==> config.mk <==
export PLATFORM = sky130hd
export DESIGN_NAME = booth_signed_multiplier_top
export DESIGN_NICKNAME = d
export VERILOG_FILES = /design/src/bsm_pkg.sv /design/src/bsm_cell.sv /design/src/booth_signed_multiplier_top.sv
export SDC_FILE = /design/constraint.sdc
export NUM_CORES = 1
export LEC_CHECK = 0
export BUFFER_PORTS_ARGS = -buffer_cell sky130_fd_sc_hd__buf_2
export CAP_MARGIN = 25
export CELL_PAD_IN_SITES_DETAIL_PLACEMENT = 1
export CELL_PAD_IN_SITES_GLOBAL_PLACEMENT = 1
export CORE_AREA = 2 2 103 205
export DETAILED_ROUTE_END_ITERATION = 8
export DIE_AREA = 0 0 105 207
export PLACE_DENSITY = 0.66
export SETUP_SLACK_MARGIN = 0.2
export SLEW_MARGIN = 10
export SYNTH_ARGS = -nofsm -noshare
export SYNTH_HDL_FRONTEND = slang
export SYNTH_SLANG_ARGS = --single-unit
==> constraint.sdc <==
create_clock -name clk_i -period 5.5 [get_ports clk_i]
set_input_delay 1.1 -clock clk_i [delete_from_list [all_inputs] [get_ports clk_i]]
set_output_delay 1.1 -clock clk_i [all_outputs]
set_load 0.01 [all_outputs]
==> src/bsm_pkg.sv <==
`timescale 1ns / 1ps
// ----------------------------------------------------------------------------
// bsm_pkg - shared types and constants for the Booth multiplier
// Operand width and the per-cell pipeline word.
// ----------------------------------------------------------------------------
package bsm_pkg;

  localparam int unsigned Width = 8;

  // one in-flight item as it moves down the chain of cells
  typedef struct packed {
    logic             valid;
    logic [Width-1:0] mcand;  // multiplicand, travels unchanged
    logic [Width-1:0] acc;    // upper half of the partial product
    logic [Width-1:0] mplr;   // multiplier bits / lower half of the product
    logic             qm1;    // extra bit right of the multiplier LSB
  } stage_t;

endpackage

==> src/bsm_cell.sv <==
`timescale 1ns / 1ps
// ----------------------------------------------------------------------------
// bsm_cell - one Booth recoding step
// Adds, subtracts or skips the multiplicand, then shifts {acc, mplr, qm1}
// right arithmetically and registers the result for the next cell.
// ----------------------------------------------------------------------------
module bsm_cell (
  input  logic            clk_i,
  input  logic            rst_ni,
  input  bsm_pkg::stage_t stage_i,
  output bsm_pkg::stage_t stage_o
);

  bsm_pkg::stage_t                 stage_d;
  bsm_pkg::stage_t                 stage_q;
  logic [bsm_pkg::Width-1:0]       sum;

  always_comb begin
    case ({stage_i.mplr[0], stage_i.qm1})
      2'b10:   sum = stage_i.acc - stage_i.mcand;
      2'b01:   sum = stage_i.acc + stage_i.mcand;
      default: sum = stage_i.acc;
    endcase

    stage_d       = stage_i;
    stage_d.qm1   = stage_i.mplr[0];
    stage_d.mplr  = {sum[0], stage_i.mplr[bsm_pkg::Width-1:1]};
    stage_d.acc   = {sum[bsm_pkg::Width-1], sum[bsm_pkg::Width-1:1]};
  end

  // reset clears valid and the payload alike
  always_ff @(posedge clk_i or negedge rst_ni) begin
    if (!rst_ni) begin
      stage_q <= '0;
    end else begin
      stage_q <= stage_d;
    end
  end

  assign stage_o = stage_q;

  a_valid_flow: assert property (@(posedge clk_i) disable iff (!rst_ni)
    stage_q.valid == $past(stage_i.valid))
    else $error("cell valid does not follow its input");

  a_qm1_from_lsb: assert property (@(posedge clk_i) disable iff (!rst_ni)
    stage_i.valid |=> stage_q.qm1 == $past(stage_i.mplr[0]))
    else $error("extra bit is not the shifted-out multiplier LSB");

  a_mcand_kept: assert property (@(posedge clk_i) disable iff (!rst_ni)
    stage_i.valid |=> stage_q.mcand == $past(stage_i.mcand))
    else $error("multiplicand changed inside a cell");

endmodule

==> src/booth_signed_multiplier_top.sv <==
`timescale 1ns / 1ps
// ----------------------------------------------------------------------------
// booth_signed_multiplier_top - signed radix-2 Booth multiplier
// Pipelined chain of Booth cells, one recoding step per cell.
// ----------------------------------------------------------------------------
// Usage: the block takes one operand pair in every clock cycle; busy_o is
// always low, so a transfer happens at every edge with start_i high. Each
// pair runs through a chain of Width cells (8 for the 8-bit build), one
// cell per Booth step, each with its own register, so the product follows
// the transfer, marked by done_o for one cycle, in issue order. The
// receiver cannot stall the block and none is needed: the chain advances
// every cycle and never holds a result back. The accumulator is Width bits
// wide and wraps, so a most-negative multiplicand gives the wrapped register
// content rather than the true product. Latency is set by the cell count.
// ----------------------------------------------------------------------------
module booth_signed_multiplier_top (
  input  logic                              clk_i,
  input  logic                              rst_ni,
  input  logic                              start_i,
  output logic                              busy_o,
  input  logic signed [bsm_pkg::Width-1:0]  multiplicand_i,
  input  logic signed [bsm_pkg::Width-1:0]  multiplier_i,
  output logic                              done_o,
  output logic signed [2*bsm_pkg::Width-1:0] product_o
);

  // stage[k] is the input of cell k; stage[Width] is the last cell's output
  bsm_pkg::stage_t stage [bsm_pkg::Width+1];
  bsm_pkg::stage_t seed;

  // the chain never stalls, so a new pair is always welcome
  assign busy_o = 1'b0;

  // seed the chain: accumulator and extra bit start at zero
  always_comb begin
    seed.valid = start_i & ~busy_o;
    seed.mcand = multiplicand_i;
    seed.acc   = '0;
    seed.mplr  = multiplier_i;
    seed.qm1   = 1'b0;
  end

  assign stage[0] = seed;

  for (genvar k = 0; k < bsm_pkg::Width; k++) begin : g_cell
    bsm_cell u_cell (
      .clk_i   (clk_i),
      .rst_ni  (rst_ni),
      .stage_i (stage[k]),
      .stage_o (stage[k+1])
    );
  end

  // the final {acc, mplr} pair is the product; drop the extra bit
  assign done_o    = stage[bsm_pkg::Width].valid;
  assign product_o = {stage[bsm_pkg::Width].acc, stage[bsm_pkg::Width].mplr};

  a_never_busy: assert property (@(posedge clk_i) disable iff (!rst_ni)
    !busy_o)
    else $error("multiplier reported busy");

  a_last_cell_fed: assert property (@(posedge clk_i) disable iff (!rst_ni)
    done_o |-> $past(stage[bsm_pkg::Width-1].valid))
    else $error("result without an item in the last cell");

  a_zero_mplr: assert property (@(posedge clk_i) disable iff (!rst_ni)
    (stage[bsm_pkg::Width-1].valid && stage[bsm_pkg::Width-1].acc == '0 &&
     stage[bsm_pkg::Width-1].mplr[0] == stage[bsm_pkg::Width-1].qm1)
    |=> product_o[2*bsm_pkg::Width-1:bsm_pkg::Width] == '0)
    else $error("idle last step changed a zero accumulator");

endmodule
* After elaboration in Yosys (flattened, before gate mapping) *
Cells that the tools add are included.
W data, S select, Z words.

cells by class
  add/sub/neg operators = 15
  eq/ne operators = 14
  mux-type cells = 8

operator list
  operator               count
  $pmux W8 S2            7
  $add A8 B8 Y8          7
  $sub A8 B8 Y8          7
  $eq A2 B1 Y1 const B   7
  $eq A2 B2 Y1 const B   7
  $mux W8                1
  $sub A1 B8 Y8 const A  1

word-level totals
  register bits after elaboration = 191
  bits of input ports = 19
  output and inout bits = 18
  word-level logic and storage cells = 75

* Logic depth before layout (Yosys ltp) *
  depth after elaboration = 2
  mapped depth = 11
  mapped depth without buffers = 11

* Hierarchy *
Synthesis repeated with hierarchy kept, for this count alone.

unflattened totals
  cell total of the unflattened synthesis = 754
  area total of the unflattened synthesis = 9190.1 um2

modules (own cells, without submodules)
  module                       instances  cells an instance  area an instance (um2)  sequential area each (um2)
  bsm_cell                     8          94                 1147.4                  625.6
  booth_signed_multiplier_top  1          2                  11.3                    0.0

* Worst setup path before layout *
Ideal clock, no wire load.

  path type = reg2reg
  from = register g_cell[4].u_cell.stage_q, in the netlist g_cell[4].u_cell.stage_o[1]
  to = register g_cell[5].u_cell.stage_q, in the netlist g_cell[5].u_cell.stage_o[14]
  library setup time = 0.135 ns
  arrival = 2.237 ns
  required time = 5.365 ns
  setup slack = 3.128 ns
  cell stages (with the launch flop) = 11
  path buffers = 0
  clock period less this slack = 2.372 ns
  path through = dfrtp_1 inv_1 ha_1 mux2_2 fa_1 a21o_1 a21oi_1 o21bai_1 a21oi_1 xor2_1 o21ai_0

between the ends
  longest elaborated chain between the ends = 2

RTL lines
  element                                       RTL line        RTL
  start, declared                               bsm_cell.sv:15  bsm_pkg::stage_t stage_q;
  start signal, assigned                        bsm_cell.sv:36  stage_q <= stage_d;
  $eq A2 B1 Y1 or $eq A2 B2 Y1 (tied branches)  bsm_cell.sv:19  case ({stage_i.mplr[0], stage_i.qm1})
  $pmux W8 S2 (*)                               bsm_cell.sv:19
  named net g_cell[5].u_cell.sum (one bit)      bsm_cell.sv:16  logic [bsm_pkg::Width-1:0] sum;
  end signal, assigned                          bsm_cell.sv:36
  end, declared                                 bsm_cell.sv:15

The timed path passes the listed nets; every way through them passes the cells marked *.

* Final worst setup path *
Ends and elaborated chain as after synthesis.

==> results.sh <==
export IMPL_outcome="finished clean"
export IMPL_viasPerCell=5.03
export IMPL_fin_setup_tns_ps=0
export IMPL_grt_overflow=0
export IMPL_min_period_over_period_pct=48.3
export IMPL_antennaDiodeCount=0
export IMPL_power_w=0.00463
export IMPL_netlist_instances=698
export IMPL_p_per_area_nw_per_um2=476
export IMPL_switching_share_pct=31.3
export IMPL_cts_htree_levels=4
export IMPL_fin_util_pct=48.2
export IMPL_area_growth_syn_to_layout_pct=13.9
export IMPL_nets=850
export IMPL_cts_buffer_depth=2
export IMPL_clk_pin_slew_ps=70
export IMPL_rows=74
export IMPL_drc=0
export IMPL_yosysTopAreaCell="dfrtp_1"
export IMPL_clkPwrFrac_pct=29.8
export IMPL_synth_fp_nets=802
export IMPL_fillers=2199
export IMPL_crit_type="flip-flop to flip-flop"
export IMPL_drtIter0Drc=176
export IMPL_cp_top_family="compound AO/OA/AOI/OAI gates"
export IMPL_syn_avg_cell_area_um2=12.2
export IMPL_drtPass1Iterations=4
export IMPL_final_cell_area_um2=9720
export IMPL_crit_reg2reg_capture="g_cell[5].u_cell.stage_o[14]$_DFF_PN0_"
export IMPL_cts_buffers_inserted=17
export IMPL_cap_violations=0
export IMPL_r2r_slack_ps=2850
export IMPL_cts_sinks=191
export IMPL_hold_path_cell_count=0
export IMPL_cp_cell_sequence="inv_1, ha_1, mux2_2, fa_1, a21o_1, a21oi_1, o21bai_1, a21oi_1, xor2_1, o21ai_0"
export IMPL_synth_common_cells="dfrtp_1 (191), ha_1 (78), xnor2_1 (50), xor2_1 (45), nand2_1 (43)"
export IMPL_rsz0062_at_grt="false"
export IMPL_routed_wirelength_um=16600
export IMPL_grt_pass1_wl_um=29000
export IMPL_root_buffer="clkbuf_16"
export IMPL_startpoint="g_cell[4].u_cell.stage_o[1]$_DFF_PN0_"
export IMPL_cp_end_kind="flip-flop"
export IMPL_hpwl_um=12100
export IMPL_cts_resized=0
export IMPL_yosysMostFrequentCell="dfrtp_1"
export IMPL_hold_viol_final=0
export IMPL_synth_edff_count=0
export IMPL_synth_top_area_share_pct=56.0
export IMPL_irDropWorstVdd_mv=0.253
export IMPL_cts_setup_buffers=0
export IMPL_holdPathEnd="g_cell[4].u_cell.stage_o[7]$_DFF_PN0_"
export IMPL_largest_reg_flops=191
export IMPL_max_slew_margin_rel_pct=65.4
export IMPL_r2r_start="g_cell[4].u_cell.stage_o[1]$_DFF_PN0_"
export IMPL_p_leak_nw=4.63
export IMPL_yosysSeqAreaShare_pct=56.0
export IMPL_fin_cells=1025
export IMPL_syn_cell_area_um2=8540
export IMPL_async_reset_ff_share_pct=100
export IMPL_hold_buffers=0
export IMPL_tightest_slew_ps=519
export IMPL_crit_fanout=7
export IMPL_fin_skew_ps=7.66
export IMPL_clkLatencyLatePin_ps=450
export IMPL_cp_buffers_inverters=1
export IMPL_cts_tree="built"
export IMPL_routedWlPerCell_um=16.2
export IMPL_placed_cells=992
export IMPL_p_comb_share_pct=29.4
export IMPL_final_layout_size_suffix_gt1_share_pct=13.4
export IMPL_critPathLaunchType="flip-flop"
export IMPL_antenna_found_initial=0
export IMPL_gp_congestion=0.804
export IMPL_die_w_um=105
export IMPL_ff2ff_path_depth=10
export IMPL_port_buffers=35
export IMPL_post_dp_cell_area_um2=9030
export IMPL_drv_slew=0
export IMPL_ant_nets=0
export IMPL_cp_data_required_time_ps=5810
export IMPL_min_period_ps=2650
export IMPL_dieArea_um2=21700
export IMPL_intPower_w=0.00318
export IMPL_min_delay_start="g_cell[3].u_cell.stage_o[8]$_DFF_PN0_"
export IMPL_synth_cell_types=28
export IMPL_netSwitchingPower_w=0.00145
export IMPL_yosysWarnings=0
export IMPL_cp_depth=10
export IMPL_synth_seq_cells=191
export IMPL_seqPwrFrac_pct=40.8
export IMPL_die_h_um=207
export IMPL_setup_viol_count_final=0
export IMPL_hold_class="flip-flop to flip-flop"
export IMPL_core_area_um2=20200
export IMPL_max_stage_delay_ps=430
export IMPL_grt_max_degree=124
export IMPL_vias=5160
export IMPL_start_util_pct=42.3
export IMPL_critPathSlowestCell="fa_1"
export IMPL_synth_ff_type="dfrtp_1"
export IMPL_synthTopCellsByArea="dfrtp_1 (56%), ha_1 (11%), xnor2_1 (5.1%)"
export IMPL_max_freq_mhz=377
export IMPL_grt_use_total_pct=17.1
export IMPL_ios=37
export IMPL_grt_pass1_vias=5747
export IMPL_cp_arrival_ps=2960
export IMPL_cp_common_cell="a21oi_1"
-- per-layer routing --
layer  part of all wire (%)  vias to the layer above  global-route usage (%)
met5                      0                        -                       0
met4                    2.3                        0                    7.77
met3                    2.6                       24                    3.49
met2                     49                       53                    27.0
met1                     46                     2612                    22.6
li1                       -                     2471                       -
-- placed cells by master (no fill, tap or decap), types with 5 or more instances in the layout --
cell type,count
mux2_2,21
and4_1,7
dfrtp_1,191
bufinv_16,5
clkbuf_16,17
a21oi_1,40
buf_2,34
a31o_2,7
a21o_1,21
a31oi_1,23
xnor2_1,50
nor2_1,31
nand3_1,7
o21bai_1,7
nand2_1,43
fa_1,7
nor3_1,16
ha_1,78
inv_1,42
xor2_1,45
and2_1,6
o21ai_0,36
-- power groups by stage --
stage / registers [W] / logic, W / clock network (W)
5_1_grt: 0.00193 / 0.00156 / 0.00148
2_1_floorplan: 0.00187 / 0.00100 / 0
6_report: 0.00189 / 0.00136 / 0.00138
4_1_cts: 0.00190 / 0.00138 / 0.00142
3_5_place_dp: 0.00192 / 0.00136 / 0
3_3_place_gp: 0.00191 / 0.00131 / 0
-- logic make-up (layout without fill, tap and decap cells) --
family,after synthesis,count (layout),synth area share [%]
AO/OA/AOI/OAI,134,134,9.32
XOR/XNOR,95,95,9.75
adder cells (fa/ha/maj),85,85,13.1
buffers and inverters,51,112,2.33
flip-flops,191,191,56.0
multiplexers,21,21,2.77
other,1,1,0.0439
AND/OR/NAND/NOR,120,120,6.73
-- worst reg2reg max path: cells and delay by family, from the launching register on --
family	cells	cell delay (ps)
AO/OA/AOI/OAI	5	780
XOR/XNOR	1	170
adder cells (fa/ha/maj)	2	720
buffers and inverters	1	60
flip-flops	1	370
multiplexers	1	410
-- area by class of cell --
type | count | area [um^2] | area share [%]
timing repair buffer | 38 | 226 | 2.33
sequential | 191 | 4780 | 49.2
clock inverter | 12 | 203 | 2.08
inverter | 42 | 158 | 1.62
tap | 266 | 333 | 3.42
multi-input combinational | 456 | 3560 | 36.6
clock buffer | 20 | 467 | 4.80
-- stage by stage --
stage	hold slack [ps]	worst slack, ps
finish	345	2850
global route	353	2660
floorplan	331	3130
detailed placement	336	2830
global placement	332	2930
CTS	349	2820
-- worst max-delay path by stage --
| stage | end | slack (ps) |
|---|---|---|
| finish | g_cell[5].u_cell.stage_o[14]$_DFF_PN0_ | 2850 |
| global route | g_cell[7].u_cell.stage_o[14]$_DFF_PN0_ | 2660 |
| CTS | g_cell[5].u_cell.stage_o[14]$_DFF_PN0_ | 2820 |
| floorplan | g_cell[5].u_cell.stage_o[14]$_DFF_PN0_ | 3130 |
| global placement | g_cell[7].u_cell.stage_o[14]$_DFF_PN0_ | 2930 |
| detailed placement | g_cell[5].u_cell.stage_o[14]$_DFF_PN0_ | 2830 |
(Power assumes the default switching activity.)
